**config.mk**
```make
export PLATFORM = sky130hd
export DESIGN_NAME = pll_mnr_divider_search
export DESIGN_NICKNAME = d
export VERILOG_FILES = /design/src/hw/rtl/pmds_pkg.sv /design/src/hw/rtl/pmds_divider.sv /design/src/hw/rtl/pmds_search.sv /design/src/hw/rtl/pll_mnr_divider_search.sv
export VERILOG_INCLUDE_DIRS = /design/src /design/src/hw/rtl
export SDC_FILE = /design/constraint.sdc
export NUM_CORES = 1
export LEC_CHECK = 0
export BUFFER_PORTS_ARGS = -buffer_cell sky130_fd_sc_hd__clkbuf_2
export CAP_MARGIN = 20
export CORE_MARGIN = 4
export CORE_UTILIZATION = 50
export CTS_BUF_LIST = sky130_fd_sc_hd__clkbuf_4
export CTS_CLUSTER_SIZE = 28
export DETAILED_ROUTE_END_ITERATION = 10
export PLACE_DENSITY = 0.66
export SLEW_MARGIN = 20
export SYNTH_ARGS = -nofsm -noshare
export SYNTH_HDL_FRONTEND = slang
export SYNTH_SLANG_ARGS = --single-unit
```
**constraint.sdc**
```tcl
create_clock -name clock -period 8.4 [get_ports clock]
set_input_delay 1.68 -clock clock [delete_from_list [all_inputs] [get_ports clock]]
set_output_delay 1.68 -clock clock [all_outputs]
set_load 0.02 [all_outputs]
```
**src/hw/rtl/pll_mnr_divider_search_defines.svh**
```systemverilog
// Assertion macros used by the PLL divider search RTL.
`ifndef PLL_MNR_DIVIDER_SEARCH_DEFINES_SVH
`define PLL_MNR_DIVIDER_SEARCH_DEFINES_SVH
`ifndef SYNTH
`define PMDS_ASSERT(lbl, clk, rst, prop) \
   lbl: assert property (@(posedge clk) disable iff (rst) prop) \
      else $error("pmds: assertion failed");
`define PMDS_ASSERT_IMPL(lbl, clk, rst, ante, cons) \
   `PMDS_ASSERT(lbl, clk, rst, (ante) |-> (cons))
`else
`define PMDS_ASSERT(lbl, clk, rst, prop)
`define PMDS_ASSERT_IMPL(lbl, clk, rst, ante, cons)
`endif
`endif

```
**src/hw/rtl/pmds_pkg.sv**
```systemverilog
// Types and constants of the PLL divider search.
package pmds_pkg;

   localparam int REF_W      = 16;
   localparam int M_W        = 8;
   localparam int N_W        = 6;
   localparam int R_W        = 3;
   localparam int RO_W       = 4;
   localparam int VCO_W      = 20;
   localparam int TGT_W      = 19;
   localparam int CSR_IDX_W  = 3;
   localparam int CSR_DATA_W = 20;

   // N + 2 and M + 2 operands
   localparam int NP_W       = N_W + 1;
   localparam int MP_W       = M_W + 1;

   // Target shifted by the largest post-divider exponent (max_r + 1 = 8)
   localparam int VCO_SH_W   = TGT_W + 8;

   // Shared divider: dividend, divisor and step counter widths
   localparam int DIVD_W     = 35;
   localparam int DIVS_W     = 16;
   localparam int CNT_W      = 6;

   // Product register covers target * (N + 2) and ref * (M + 2)
   localparam int PROD_W     = TGT_W + NP_W;
   localparam int FOUT_W     = REF_W + MP_W;
   localparam int F_SHIFT    = DIVD_W - FOUT_W;

   localparam logic [CNT_W-1:0] Q_STEPS = CNT_W'(DIVD_W);
   localparam logic [CNT_W-1:0] F_STEPS = CNT_W'(FOUT_W);

   localparam logic [REF_W-1:0] RST_REF_KHZ = 16'd14318;
   localparam logic [M_W-1:0]   RST_MAX_M   = 8'd127;
   localparam logic [N_W-1:0]   RST_MAX_N   = 6'd31;
   localparam logic [R_W-1:0]   RST_MAX_R   = 3'd3;
   localparam logic [VCO_W-1:0] RST_MIN_VCO = 20'd180000;
   localparam logic [VCO_W-1:0] RST_MAX_VCO = 20'd360000;

   typedef enum logic [CSR_IDX_W-1:0] {
      CSR_REF_KHZ = 3'd0,
      CSR_MAX_M   = 3'd1,
      CSR_MAX_N   = 3'd2,
      CSR_MAX_R   = 3'd3,
      CSR_MIN_VCO = 3'd4,
      CSR_MAX_VCO = 3'd5
   } csr_index_type;

   typedef enum logic [3:0] {
      ST_IDLE,
      ST_RSEL,
      ST_MUL_Q,
      ST_LOAD_Q,
      ST_DIV_Q,
      ST_MUL_F,
      ST_LOAD_F,
      ST_DIV_F,
      ST_CMP,
      ST_DONE
   } state_type;

   typedef struct packed {
      logic [REF_W-1:0] ref_khz;
      logic [M_W-1:0]   max_m;
      logic [N_W-1:0]   max_n;
      logic [R_W-1:0]   max_r;
      logic [VCO_W-1:0] min_vco_khz;
      logic [VCO_W-1:0] max_vco_khz;
   } cfg_type;

   typedef struct packed {
      logic              start;
      logic [DIVD_W-1:0] dividend;
      logic [DIVS_W-1:0] divisor;
      logic [CNT_W-1:0]  steps;
   } div_req_type;

   typedef struct packed {
      logic              busy;
      logic [DIVD_W-1:0] quotient;
   } div_rsp_type;

   typedef struct packed {
      logic [M_W-1:0]   m_value;
      logic [N_W-1:0]   n_value;
      logic [RO_W-1:0]  r_value;
      logic [TGT_W-1:0] abs_error_khz;
      logic             found;
   } result_type;

endpackage

```
**src/hw/rtl/pmds_divider.sv**
```systemverilog
// Shared restoring divider, one quotient bit per cycle.
module pmds_divider (
   input  logic                  clock,
   input  logic                  reset,
   input  pmds_pkg::div_req_type div_req,
   output pmds_pkg::div_rsp_type div_rsp
);

   logic [pmds_pkg::CNT_W-1:0]  cnt_ff, cnt_in;
   logic [pmds_pkg::DIVD_W-1:0] quo_ff, quo_in;
   logic [pmds_pkg::DIVS_W-1:0] rem_ff, rem_in;
   logic [pmds_pkg::DIVS_W-1:0] dsr_ff, dsr_in;
   logic [pmds_pkg::DIVS_W:0]   rem_sh;
   logic [pmds_pkg::DIVS_W:0]   rem_sub;
   logic                        ge;

   always_comb begin
      rem_sh  = {rem_ff, quo_ff[pmds_pkg::DIVD_W-1]};
      ge      = rem_sh >= {1'b0, dsr_ff};
      rem_sub = rem_sh - {1'b0, dsr_ff};
      cnt_in  = cnt_ff;
      quo_in  = quo_ff;
      rem_in  = rem_ff;
      dsr_in  = dsr_ff;
      if (div_req.start) begin
         cnt_in = div_req.steps;
         quo_in = div_req.dividend;
         rem_in = '0;
         dsr_in = div_req.divisor;
      end else if (cnt_ff != '0) begin
         cnt_in = cnt_ff - pmds_pkg::CNT_W'(1);
         quo_in = {quo_ff[pmds_pkg::DIVD_W-2:0], ge};
         rem_in = ge ? rem_sub[pmds_pkg::DIVS_W-1:0] : rem_sh[pmds_pkg::DIVS_W-1:0];
      end
   end

   always_ff @(posedge clock) begin
      if (reset) begin
         cnt_ff <= '0;
      end else begin
         cnt_ff <= cnt_in;
      end
   end

   always_ff @(posedge clock) begin
      quo_ff <= quo_in;
      rem_ff <= rem_in;
      dsr_ff <= dsr_in;
   end

   assign div_rsp.busy     = cnt_ff != '0;
   assign div_rsp.quotient = quo_ff;

endmodule

```
**src/hw/rtl/pmds_search.sv**
```systemverilog
// Sequencer and datapath of the R selection and the search over N.
`include "pll_mnr_divider_search_defines.svh"

module pmds_search (
   input  logic                        clock,
   input  logic                        reset,
   input  pmds_pkg::cfg_type           cfg,
   input  logic                        start,
   input  logic [pmds_pkg::TGT_W-1:0]  target_khz,
   output logic                        idle,
   output logic                        res_valid,
   input  logic                        res_take,
   output pmds_pkg::result_type        res
);

   pmds_pkg::state_type state_ff, state_in;

   logic [pmds_pkg::TGT_W-1:0]  target_ff, target_in;
   logic [pmds_pkg::RO_W-1:0]   r_ff, r_in;
   logic [pmds_pkg::N_W-1:0]    n_ff, n_in;
   logic [pmds_pkg::M_W-1:0]    m_ff, m_in;
   logic [pmds_pkg::PROD_W-1:0] prod_ff, prod_in;
   logic [pmds_pkg::FOUT_W-1:0] fout_ff, fout_in;
   logic [pmds_pkg::TGT_W-1:0]  best_err_ff, best_err_in;
   logic [pmds_pkg::M_W-1:0]    best_m_ff, best_m_in;
   logic [pmds_pkg::N_W-1:0]    best_n_ff, best_n_in;
   logic                        hit_ff, hit_in;

   pmds_pkg::div_req_type div_req;
   pmds_pkg::div_rsp_type div_rsp;

   logic [pmds_pkg::VCO_SH_W-1:0] vco;
   logic                          r_fit;
   logic                          r_last;
   logic                          n_last;
   logic [pmds_pkg::NP_W-1:0]     n_plus2;
   logic [pmds_pkg::MP_W-1:0]     m_plus2;
   logic [pmds_pkg::PROD_W-1:0]   q_prod;
   logic [pmds_pkg::FOUT_W-1:0]   f_prod;
   logic [pmds_pkg::DIVD_W-1:0]   q_dividend;
   logic [pmds_pkg::DIVS_W-1:0]   f_divisor;
   logic [pmds_pkg::DIVD_W-1:0]   q_max;
   logic                          q_ok;
   logic [pmds_pkg::FOUT_W-1:0]   tgt_ext;
   logic [pmds_pkg::FOUT_W-1:0]   err;
   logic                          better;

   pmds_divider u_divider (
      .clock   (clock),
      .reset   (reset),
      .div_req (div_req),
      .div_rsp (div_rsp)
   );

   always_comb begin
      vco     = pmds_pkg::VCO_SH_W'(target_ff) << r_ff;
      r_fit   = (vco >= pmds_pkg::VCO_SH_W'(cfg.min_vco_khz)) &&
                (vco <  pmds_pkg::VCO_SH_W'(cfg.max_vco_khz));
      r_last  = r_ff[pmds_pkg::R_W-1:0] == cfg.max_r;
      n_last  = n_ff == cfg.max_n;
      n_plus2 = {1'b0, n_ff} + pmds_pkg::NP_W'(2);
      m_plus2 = {1'b0, m_ff} + pmds_pkg::MP_W'(2);
      q_prod  = target_ff * n_plus2;
      f_prod  = cfg.ref_khz * m_plus2;
      q_dividend = (pmds_pkg::DIVD_W'(prod_ff) << r_ff) +
                   pmds_pkg::DIVD_W'(cfg.ref_khz[pmds_pkg::REF_W-1:1]);
      f_divisor  = pmds_pkg::DIVS_W'(n_plus2) << r_ff;
      q_max   = pmds_pkg::DIVD_W'(cfg.max_m) + pmds_pkg::DIVD_W'(2);
      q_ok    = (div_rsp.quotient >= pmds_pkg::DIVD_W'(2)) && (div_rsp.quotient <= q_max);
      tgt_ext = pmds_pkg::FOUT_W'(target_ff);
      err     = (tgt_ext >= fout_ff) ? (tgt_ext - fout_ff) : (fout_ff - tgt_ext);
      better  = err < pmds_pkg::FOUT_W'(best_err_ff);
   end

   // Next state
   always_comb begin
      state_in = state_ff;
      case (state_ff)
         pmds_pkg::ST_IDLE: begin
            if (start) state_in = pmds_pkg::ST_RSEL;
         end
         pmds_pkg::ST_RSEL: begin
            if (r_fit || r_last) begin
               state_in = (cfg.ref_khz == '0) ? pmds_pkg::ST_DONE : pmds_pkg::ST_MUL_Q;
            end
         end
         pmds_pkg::ST_MUL_Q:  state_in = pmds_pkg::ST_LOAD_Q;
         pmds_pkg::ST_LOAD_Q: state_in = pmds_pkg::ST_DIV_Q;
         pmds_pkg::ST_DIV_Q: begin
            if (!div_rsp.busy) begin
               if (q_ok)        state_in = pmds_pkg::ST_MUL_F;
               else if (n_last) state_in = pmds_pkg::ST_DONE;
               else             state_in = pmds_pkg::ST_MUL_Q;
            end
         end
         pmds_pkg::ST_MUL_F:  state_in = pmds_pkg::ST_LOAD_F;
         pmds_pkg::ST_LOAD_F: state_in = pmds_pkg::ST_DIV_F;
         pmds_pkg::ST_DIV_F: begin
            if (!div_rsp.busy) state_in = pmds_pkg::ST_CMP;
         end
         pmds_pkg::ST_CMP: begin
            state_in = n_last ? pmds_pkg::ST_DONE : pmds_pkg::ST_MUL_Q;
         end
         pmds_pkg::ST_DONE: begin
            if (res_take) state_in = pmds_pkg::ST_IDLE;
         end
         default: state_in = pmds_pkg::ST_IDLE;
      endcase
   end

   // Outputs of the sequencer
   always_comb begin
      idle             = state_ff == pmds_pkg::ST_IDLE;
      res_valid        = state_ff == pmds_pkg::ST_DONE;
      div_req.start    = 1'b0;
      div_req.dividend = q_dividend;
      div_req.divisor  = cfg.ref_khz;
      div_req.steps    = pmds_pkg::Q_STEPS;
      case (state_ff)
         pmds_pkg::ST_LOAD_Q: begin
            div_req.start = 1'b1;
         end
         pmds_pkg::ST_LOAD_F: begin
            div_req.start    = 1'b1;
            div_req.dividend = {prod_ff[pmds_pkg::FOUT_W-1:0], pmds_pkg::F_SHIFT'(0)};
            div_req.divisor  = f_divisor;
            div_req.steps    = pmds_pkg::F_STEPS;
         end
         default: begin
         end
      endcase
      res.m_value       = best_m_ff;
      res.n_value       = best_n_ff;
      res.r_value       = r_ff;
      res.abs_error_khz = best_err_ff;
      res.found         = hit_ff;
   end

   // Datapath register updates
   always_comb begin
      target_in   = target_ff;
      r_in        = r_ff;
      n_in        = n_ff;
      m_in        = m_ff;
      prod_in     = prod_ff;
      fout_in     = fout_ff;
      best_err_in = best_err_ff;
      best_m_in   = best_m_ff;
      best_n_in   = best_n_ff;
      hit_in      = hit_ff;
      case (state_ff)
         pmds_pkg::ST_IDLE: begin
            if (start) begin
               target_in   = target_khz;
               r_in        = '0;
               n_in        = '0;
               best_err_in = target_khz;
               best_m_in   = '0;
               best_n_in   = '0;
               hit_in      = 1'b0;
            end
         end
         pmds_pkg::ST_RSEL: begin
            // Stepping past max_r leaves R at max_r + 1 when nothing fits.
            if (!r_fit) r_in = r_ff + pmds_pkg::RO_W'(1);
         end
         pmds_pkg::ST_MUL_Q: begin
            prod_in = q_prod;
         end
         pmds_pkg::ST_DIV_Q: begin
            if (!div_rsp.busy) begin
               if (q_ok)         m_in = div_rsp.quotient[pmds_pkg::M_W-1:0] - pmds_pkg::M_W'(2);
               else if (!n_last) n_in = n_ff + pmds_pkg::N_W'(1);
            end
         end
         pmds_pkg::ST_MUL_F: begin
            prod_in = pmds_pkg::PROD_W'(f_prod);
         end
         pmds_pkg::ST_DIV_F: begin
            if (!div_rsp.busy) fout_in = div_rsp.quotient[pmds_pkg::FOUT_W-1:0];
         end
         pmds_pkg::ST_CMP: begin
            if (better) begin
               best_err_in = err[pmds_pkg::TGT_W-1:0];
               best_m_in   = m_ff;
               best_n_in   = n_ff;
               hit_in      = 1'b1;
            end
            if (!n_last) n_in = n_ff + pmds_pkg::N_W'(1);
         end
         default: begin
         end
      endcase
   end

   always_ff @(posedge clock) begin
      if (reset) begin
         state_ff <= pmds_pkg::ST_IDLE;
      end else begin
         state_ff <= state_in;
      end
   end

   always_ff @(posedge clock) begin
      target_ff   <= target_in;
      r_ff        <= r_in;
      n_ff        <= n_in;
      m_ff        <= m_in;
      prod_ff     <= prod_in;
      fout_ff     <= fout_in;
      best_err_ff <= best_err_in;
      best_m_ff   <= best_m_in;
      best_n_ff   <= best_n_in;
      hit_ff      <= hit_in;
   end

   // The divider is only restarted once the previous division has finished.
   `PMDS_ASSERT_IMPL(a_div_start_free, clock, reset, div_req.start, !div_rsp.busy)
   // The best error only ever shrinks from the target.
   `PMDS_ASSERT_IMPL(a_best_le_target, clock, reset, state_ff != pmds_pkg::ST_IDLE, best_err_ff <= target_ff)
   // Without a hit the chosen dividers stay at zero.
   `PMDS_ASSERT_IMPL(a_miss_zero, clock, reset, (state_ff != pmds_pkg::ST_IDLE) && !hit_ff, (best_m_ff == '0) && (best_n_ff == '0))
   // A hit always improves strictly on the target.
   `PMDS_ASSERT_IMPL(a_hit_below, clock, reset, (state_ff != pmds_pkg::ST_IDLE) && hit_ff, best_err_ff < target_ff)

endmodule

```
**src/hw/rtl/pll_mnr_divider_search.sv**
```systemverilog
// Top level of the PLL divider search: settings registers, sequencer and result register.
// Per item, R is stepped up from 0 until the VCO fits or max_r is passed (1..max_r+1 trials);
// then each N from 0 to max_n is either rejected on its M or tried, and the result is registered.
// Each N uses one shared bit-serial divider (35 steps, then 25 more when the N is tried).
// A new item is taken once the previous result sits in the output register.
// Synchronous reset restores the default settings, empties the output and idles the sequencer.
module pll_mnr_divider_search (
   input  logic                                clock,
   input  logic                                reset,
   input  logic                                req_valid,
   output logic                                req_stall,
   input  logic [pmds_pkg::TGT_W-1:0]          req_target_khz,
   output logic                                rsp_valid,
   input  logic                                rsp_stall,
   output logic [pmds_pkg::M_W-1:0]            rsp_m_value,
   output logic [pmds_pkg::N_W-1:0]            rsp_n_value,
   output logic [pmds_pkg::RO_W-1:0]           rsp_r_value,
   output logic [pmds_pkg::TGT_W-1:0]          rsp_abs_error_khz,
   output logic                                rsp_found,
   input  logic                                csr_write_en,
   input  logic [pmds_pkg::CSR_IDX_W-1:0]      csr_index,
   input  logic [pmds_pkg::CSR_DATA_W-1:0]     csr_data
);

   // Settings registers. Writes to indexes beyond the last register are
   // simply dropped.
   pmds_pkg::cfg_type cfg_ff, cfg_in;

   always_comb begin
      cfg_in = cfg_ff;
      if (csr_write_en) begin
         case (csr_index)
            pmds_pkg::CSR_REF_KHZ: cfg_in.ref_khz     = csr_data[pmds_pkg::REF_W-1:0];
            pmds_pkg::CSR_MAX_M:   cfg_in.max_m       = csr_data[pmds_pkg::M_W-1:0];
            pmds_pkg::CSR_MAX_N:   cfg_in.max_n       = csr_data[pmds_pkg::N_W-1:0];
            pmds_pkg::CSR_MAX_R:   cfg_in.max_r       = csr_data[pmds_pkg::R_W-1:0];
            pmds_pkg::CSR_MIN_VCO: cfg_in.min_vco_khz = csr_data[pmds_pkg::VCO_W-1:0];
            pmds_pkg::CSR_MAX_VCO: cfg_in.max_vco_khz = csr_data[pmds_pkg::VCO_W-1:0];
            default: begin
            end
         endcase
      end
   end

   always_ff @(posedge clock) begin
      if (reset) begin
         cfg_ff.ref_khz     <= pmds_pkg::RST_REF_KHZ;
         cfg_ff.max_m       <= pmds_pkg::RST_MAX_M;
         cfg_ff.max_n       <= pmds_pkg::RST_MAX_N;
         cfg_ff.max_r       <= pmds_pkg::RST_MAX_R;
         cfg_ff.min_vco_khz <= pmds_pkg::RST_MIN_VCO;
         cfg_ff.max_vco_khz <= pmds_pkg::RST_MAX_VCO;
      end else begin
         cfg_ff <= cfg_in;
      end
   end

   // The search engine only takes an item while it is idle; the item is
   // accepted on the same edge that loads it into the engine.
   logic                 srch_idle;
   logic                 srch_res_valid;
   logic                 srch_res_take;
   pmds_pkg::result_type srch_res;

   pmds_search u_search (
      .clock      (clock),
      .reset      (reset),
      .cfg        (cfg_ff),
      .start      (req_valid),
      .target_khz (req_target_khz),
      .idle       (srch_idle),
      .res_valid  (srch_res_valid),
      .res_take   (srch_res_take),
      .res        (srch_res)
   );

   assign req_stall = !srch_idle;

   // Output register. It parts the engine from the result channel, so the
   // engine can start on the next item while this result waits to be taken.
   logic                 rsp_valid_ff, rsp_valid_in;
   pmds_pkg::result_type rsp_ff, rsp_in;

   always_comb begin
      srch_res_take = srch_res_valid && (!rsp_valid_ff || !rsp_stall);
      rsp_in        = rsp_ff;
      if (srch_res_take) begin
         rsp_valid_in = 1'b1;
         rsp_in       = srch_res;
      end else if (rsp_valid_ff && !rsp_stall) begin
         rsp_valid_in = 1'b0;
      end else begin
         rsp_valid_in = rsp_valid_ff;
      end
   end

   always_ff @(posedge clock) begin
      if (reset) begin
         rsp_valid_ff <= 1'b0;
      end else begin
         rsp_valid_ff <= rsp_valid_in;
      end
   end

   always_ff @(posedge clock) begin
      rsp_ff <= rsp_in;
   end

   assign rsp_valid         = rsp_valid_ff;
   assign rsp_m_value       = rsp_ff.m_value;
   assign rsp_n_value       = rsp_ff.n_value;
   assign rsp_r_value       = rsp_ff.r_value;
   assign rsp_abs_error_khz = rsp_ff.abs_error_khz;
   assign rsp_found         = rsp_ff.found;

endmodule

```
==> results of run 1 <==
## cell usage after synthesis (all sizes together), types with 7 or more instances
cell and instances:
and2 101, o31ai 10, nand3 64, nand3b 28, nor3 63, xor2 59
clkbuf 138, a211o 31, inv 382, nand2b 50, dfxtp 100, edfxtp 211
fa 187, mux2 35, nor2 218, o22ai 10, or3 16, o21ai 153
nand4 28, o211ai 15, or2 11, mux2i 71, xnor2 71, a31oi 14
a22oi 29, mux4 38, a21oi 159, nand2 340, buf 22, nor4 26
a211oi 39, nor2b 89, a22o 8, a21o 35, and3 16, o21a 26
o21bai 11, ha 232, a2111oi 7
## power groups by stage
stage / Clock, mW / Combinational (mW) / Sequential (mW)
floorplan: 0 / 4.98 / 2.32
global placement: 0 / 6.71 / 2.52
detailed placement: 0 / 6.80 / 2.53
CTS: 1.49 / 6.87 / 2.50
global route: 1.58 / 7.65 / 2.52
finish: 1.45 / 6.92 / 2.50
## how the worst max path moves through the flow
stage                                                 from                           endpoint  slack, ns  cells past startpoint
after global routing            u_search.m_ff[1]$_DFFE_PP_     u_search.prod_ff[21]$_DFFE_PP_       1.07                     20
after global placement      u_search.n_ff[1]$_SDFFCE_PN0P_     u_search.prod_ff[24]$_DFFE_PP_       1.72                     21
after CTS                   u_search.n_ff[1]$_SDFFCE_PN0P_     u_search.prod_ff[24]$_DFFE_PP_       1.50                     23
final                       u_search.n_ff[1]$_SDFFCE_PN0P_     u_search.prod_ff[24]$_DFFE_PP_       1.49                     23
after detailed placement    u_search.n_ff[1]$_SDFFCE_PN0P_     u_search.prod_ff[24]$_DFFE_PP_       1.64                     23
after floorplan           u_search.target_ff[11]$_DFFE_PP_  u_search.best_err_ff[0]$_DFFE_PP_       2.07                     20
## metrics by stage
stage / hold slack (ns) / power (mW) / utilization / cells
after global routing: 0.424 / 11.8 / 0.546 / 4103
after detailed placement: 0.407 / 9.32 / 0.525 / 3942
after CTS: 0.415 / 10.9 / 0.545 / 4098
after global placement: 0.401 / 9.23 / 0.525 / 3942
after floorplan: 0.400 / 7.29 / - / 3212
final: 0.411 / 10.9 / 0.546 / 4103
## metal layers
layer / track usage / vias up / wire length (um)
li1: - / 11200 / -
met1: 0.395 / 11800 / 38500
met2: 0.450 / 1012 / 41300
met3: 0.0465 / 171 / 6540
met4: 0.0983 / 0 / 3050
met5: 0 / - / 0
## cells by family after synthesis
| logic type | after synthesis | share of synthesized area |
|---|---|---|
| and+or+nand+nor | 1071 | 0.179 |
| AOI/OAI and AO/OA | 595 | 0.130 |
| buffers and inverters | 542 | 0.0710 |
| adders and majority gates | 419 | 0.228 |
| DFF | 311 | 0.286 |
| muxes | 144 | 0.0672 |
| xor gates and xnor gates | 130 | 0.0390 |
## flip-flops by register name, indices dropped and copies added, names as in the netlist, 4 cells and up
| name | count |
|---|---|
| u_search.best_err_ff | 19 |
| rsp_r_value | 4 |
| u_search.target_ff | 19 |
| u_search.m_ff | 8 |
| cfg_ff | 73 |
| u_search.u_divider.quo_ff | 35 |
| u_search.fout_ff | 25 |
| u_search.u_divider.cnt_ff | 6 |
| u_search.best_m_ff | 8 |
| u_search.state_ff | 4 |
| u_search.u_divider.rem_ff | 16 |
| rsp_n_value | 6 |
| u_search.r_ff | 4 |
| u_search.best_n_ff | 6 |
| u_search.n_ff | 6 |
| u_search.prod_ff | 26 |
| rsp_abs_error_khz | 19 |
| u_search.u_divider.dsr_ff | 16 |
| rsp_m_value | 8 |
## area by class of cell
cell class	instances	area, um2	share of cell area
multi-input cells	2359	18900	0.598
flip-flops and latches	311	8340	0.265
clock buffers	130	976	0.0310
inverters	382	1430	0.0455
diodes	2	5.00	0.000159
repair buffers	128	793	0.0252
well taps	765	957	0.0304
clock inverters	26	163	0.00516
==> reports/metrics.yaml, run 1 <==
drt_iter0_drc: 2191
numPortBuffers: 86
slew_headroom: 0.314
netlist_instances: 3212
drive_above_1_share: 0.111
firstDrtPassIters: 6
core_area_mm2: 0.0577
grt_remaining_overflow: 0
cpLargestDelayFamily: "adder cells"
p_leak_nw: 13.9
slew_violations: 0
avgSynthCellArea_um2: 9.09
critical_path.max_stage_delay_ns: 0.65
cts_buffers: 89
rr_worst_depth: 23
clockBufferDepth: 3
max_freq_mhz: 145
grt_max_degree: 85
async_reset_ff_frac: 0
status: "finished, final reports clean"
area_delta_synth_final_pct: 7.99
gp_congestion: 1.04
grt_pass1_vias: 23900
critPathRequiredTime_ns: 8.94
period_share: 0.822
final_cell_mix: "inv_1 (380), nand2_1 (340), ha_1 (232)"
synthesis.area_mm2: 0.0292
drc: 0
clock_sinks: 311
post_cts_buffers: 0
tritoncts: "built"
worstPathArrival_ns: 7.44
seq_area_frac_synth: 0.286
fin_setup_tns_ns: 0
ios: 87
detail-route-antenna-nets: 0
track_usage: 0.283
min_path_cells: 0
slowest_stage: "a2111oi_0"
die_h_um: 250
critPathLaunchType: "flip-flop"
final_nets: 3737
final_common_cell: "inv_1"
cts_root_buffer: "clkbuf_4"
rows: 88
rsz0062_at_grt: "no"
yosysTopAreaCell: "edfxtp_1"
die_w_um: 250
netlist_top_cells_area: "edfxtp_1 (22%), fa_1 (13%), ha_1 (9.9%), dfxtp_1 (6.9%), inv_1 (4.9%)"
holdPathEnd: "rsp_m_value[6]$_DFFE_PP_"
synth_edf_count: 211
die-area_mm2: 0.0623
syn-num-nets: 3678
ys_ff_latch: 311
synth.distinct_cells: 80
r2r_slack_ns: 1.49
placed_area_mm2: 0.0303
ys.flop_type: "edfxtp_1"
p_int_mw: 5.63
hp-start: "u_search.best_m_ff[6]$_SDFFCE_PN0P_"
fill_cells: 5321
path_buf_inv: 5
r2r_end: "u_search.prod_ff[24]$_DFFE_PP_"
cpMostUsedCell: "fa_1"
vias_per_cell: 5.89
p_comb_frac: 0.636
power-per-cell-area_mw_per_mm2: 345
antenna_found_initial: 3
post_cts_resized: 0
switching_share: 0.482
setup_viol: 0
worstSetupPathType: "flip-flop to flip-flop"
htree_levels: 3
tightest_slew_ns: 1.03
pre_cts_ws_ns: 1.64
cap_viol_max_count: 0
setup_ws_ns: 1.49
hold_buffers: 0
final_area_mm2: 0.0315
clkPwrFrac: 0.133
start_util: 0.506
crit_fanout: 20
p_sw_mw: 5.24
vias: 24200
critical_path.endpoint_type: "flip-flop"
synth_top_area_share: 0.217
peakVddDrop_v: 0.000246
hold_path_class: "flip-flop to flip-flop"
drt-total-wl_mm: 89.4
finClkSkew_ns: 0.0626
p_seq_frac: 0.230
yosys_warnings: 0
hpwl_mm: 69.9
grt_pass1_wl_mm: 140
min_period_ns: 6.91
finalHoldViolations: 0
wl_per_cell_um: 21.8
clk_pin_slew_ns: 0.07
clk-insertion-delay-late_ns: 0.85
r2r-start: "u_search.n_ff[1]$_SDFFCE_PN0P_"
worstPathCellList: "buf_4 > ha_1 > nand3_1 > xnor2_1 > buf_4 > nand2_1 > fa_1 > fa_1 > inv_1 > fa_1 > inv_1 > fa_1 > inv_1 > ha_1 > o21a_1 > a2111oi_0 > o21ai_1 > a31oi_1 > a211oi_1 > o21ai_1 > a31oi_1 > xnor2_1 > mux2i_1"
(Power assumes the default switching activity.)
==> run 2: changes to the inputs <==
--- a/config.mk
+++ b/config.mk
@@ -6,6 +6,7 @@
 export SDC_FILE = /design/constraint.sdc
 export NUM_CORES = 1
 export LEC_CHECK = 0
+export ABC_AREA = 1
 export BUFFER_PORTS_ARGS = -buffer_cell sky130_fd_sc_hd__clkbuf_2
 export CAP_MARGIN = 20
 export CORE_MARGIN = 4
@@ -13,7 +14,7 @@
 export CTS_BUF_LIST = sky130_fd_sc_hd__clkbuf_4
 export CTS_CLUSTER_SIZE = 28
 export DETAILED_ROUTE_END_ITERATION = 10
-export PLACE_DENSITY = 0.66
+export PLACE_DENSITY = 0.69
 export SLEW_MARGIN = 20
 export SYNTH_ARGS = -nofsm -noshare
 export SYNTH_HDL_FRONTEND = slang
==> constraint.sdc (replaced) <==
create_clock -name clock -period 6.23 [get_ports clock]
set_input_delay 1.246 -clock clock [delete_from_list [all_inputs] [get_ports clock]]
set_output_delay 1.246 -clock clock [all_outputs]
set_load 0.02 [all_outputs]
==> reports/metrics.yaml, run 2 <==
die-area_mm2: 0.0633
seq_area_frac_synth: 0.281
largest_registers: "cfg_ff (73), u_search.u_divider.quo_ff (35), u_search.prod_ff (26)"
rsz0062_at_grt: "yes"
finalHoldViolations: 0
htree_levels: 3
cts_root_buffer: "clkbuf_4"
status: "finished, final reports clean"
finClkSkew_ns: 0.0620
detail-route-antenna-nets: 0
ys_ff_latch: 311
grt_pass1_vias: 26000
top_register: "cfg_ff"
vias: 27500
final_nets: 4535
drt-total-wl_mm: 97.1
grt_pass1_wl_mm: 149
synthesis.area_mm2: 0.0297
synth_top_area_share: 0.214
start_util: 0.504
firstDrtPassIters: 9
crit_fanout: 15
vias_per_cell: 5.60
drc: 0
synth_common_cells: "nand2_1 (907), inv_1 (665), nor2_1 (375)"
core_area_mm2: 0.0589
critPathLaunchType: "flip-flop"
die_h_um: 252
clk-insertion-delay-late_ns: 0.86
ys.flop_type: "edfxtp_1"
netlist_instances: 3955
numPortBuffers: 86
hold_path_class: "flip-flop to flip-flop"
cap_viol_max_count: 0
die_w_um: 252
max_freq_mhz: 168
critical_path.endpoint_type: "flip-flop"
hold_buffers: 0
rows: 89
clockBufferDepth: 3
track_usage: 0.302
area_delta_synth_final_pct: 8.29
drive_above_1_share: 0.0909
synth.distinct_cells: 61
min_period_ns: 5.94
avgSynthCellArea_um2: 7.50
slew_headroom: 0.251
wl_per_cell_um: 19.8
antenna_found_initial: 2
setup_viol: 0
netlist_top_cells_area: "edfxtp_1 (21%), fa_1 (13%), nand2_1 (11%), ha_1 (9.8%), inv_1 (8.4%)"
synth_edf_count: 211
cts_buffers: 86
ios: 87
tritoncts: "built"
period_share: 0.953
clk_pin_slew_ns: 0.07
clock_sinks: 311
yosysMostFrequentCell: "nand2_1"
critPathRequiredTime_ns: 6.81
final_cell_mix: "nand2_1 (904), inv_1 (663), nor2_1 (372)"
yosys_warnings: 0
final_common_cell: "nand2_1"
largest_reg_flops: 73
hpwl_mm: 77.4
gp_congestion: 1.02
yosysTopAreaCell: "edfxtp_1"
syn-num-nets: 4421
worstPathArrival_ns: 6.51
slew_violations: 0
tightest_slew_ns: 1.12
grt_remaining_overflow: 0
finalHoldWorstSlack_ns: 0.407
async_reset_ff_frac: 0
grt_max_degree: 77
drt_iter0_drc: 2663
worstSetupPathType: "flip-flop to flip-flop"
run 2: cell types whose count changed after synthesis, moves of 69 or more:
cell,previous run,this run
nor2_1,218,375
nand3_1,64,209
nand2_1,340,907
and2_1,101,2
o21ai_0,116,257
inv_1,381,665
mux2i_1,71,2
nor2b_1,89,0
run 2: metrics by stage:
step	cell area [um2]	std cells	utilization	setup TNS, ns	worst slack [ns]
2_1_floorplan	29700	3955	-	0	0.848
4_1_cts	32100	4908	0.545	0	0.215
3_3_place_gp	31000	4754	0.526	0	0.231
6_report	32100	4911	0.545	0	0.293
5_1_grt	32100	4909	0.545	-0.0280	-0.0280
3_5_place_dp	31000	4754	0.526	0	0.266
run 2: cell type report:
class	instances	area [um2]
Antenna cell	3	7.51
Clock buffer	117	878
Clock inverter	37	195
Fill cell	5731	26800
Inverter	675	2540
Multi-Input combinational cell	2840	18200
Sequential cell	311	8340
Tap cell	773	967
Timing Repair Buffer	155	961
run 2: cells by family after synthesis:
group | share of synthesized area
AND/OR/NAND/NOR | 0.233
buffers and inverters | 0.106
AO/OA/AOI/OAI | 0.130
adder cells (fa/ha/maj) | 0.224
flip-flops | 0.281
XOR/XNOR | 0.0251
multiplexers | 0.000675
run 2: critical path: stages, from the launching register on:
cell	delay, ns
edfxtp_1	0.47
ha_1	0.24
nand2_1	0.11
nor2_1	0.07
inv_1	0.07
nand2_1	0.05
nand2_1	0.14
buf_4	0.26
nor2_1	0.08
fa_1	0.52
inv_1	0.06
fa_1	0.52
inv_1	0.05
fa_1	0.54
inv_1	0.06
fa_1	0.57
inv_1	0.05
ha_1	0.35
a21oi_1	0.22
o21ai_0	0.14
a221oi_1	0.32
nand3_1	0.16
nand3_1	0.10
nand2_1	0.06
or2_2	0.27
nand3_1	0.07
nand2_1	0.06
run 2: timing repair:
action,4_1_cts,5_1_grt
gates resized for setup,0,15
setup endpoints to repair,0,11
buffers inserted,0,0
hold endpoints to repair,0,0
run 2: worst paths after layout:
path / start / endpoint / slack [ns] / depth (start not counted)
hold reg to reg: u_search.best_m_ff[3]$_SDFFCE_PN0P_ / rsp_m_value[3]$_DFFE_PP_ / 0.41 / 0
hold / removal: u_search.best_m_ff[3]$_SDFFCE_PN0P_ / rsp_m_value[3]$_DFFE_PP_ / 0.41 / 0
setup reg to reg: u_search.n_ff[2]$_SDFFCE_PN0P_ / u_search.prod_ff[24]$_DFFE_PP_ / 0.29 / 26
setup / recovery: u_search.n_ff[2]$_SDFFCE_PN0P_ / u_search.prod_ff[24]$_DFFE_PP_ / 0.29 / 26
run 2: per-layer routing:
metal	GRT usage	vias to the layer above	wire length, um
met3	0.0553	197	9310
met2	0.479	1321	43700
met1	0.413	12900	40300
met5	0	-	0
met4	0.120	0	3780
li1	-	13100	-
Power of run 2 is left out: the tool's default activity adds up to more than one toggle a clock period on the data nets, which glitch-free logic cannot reach.
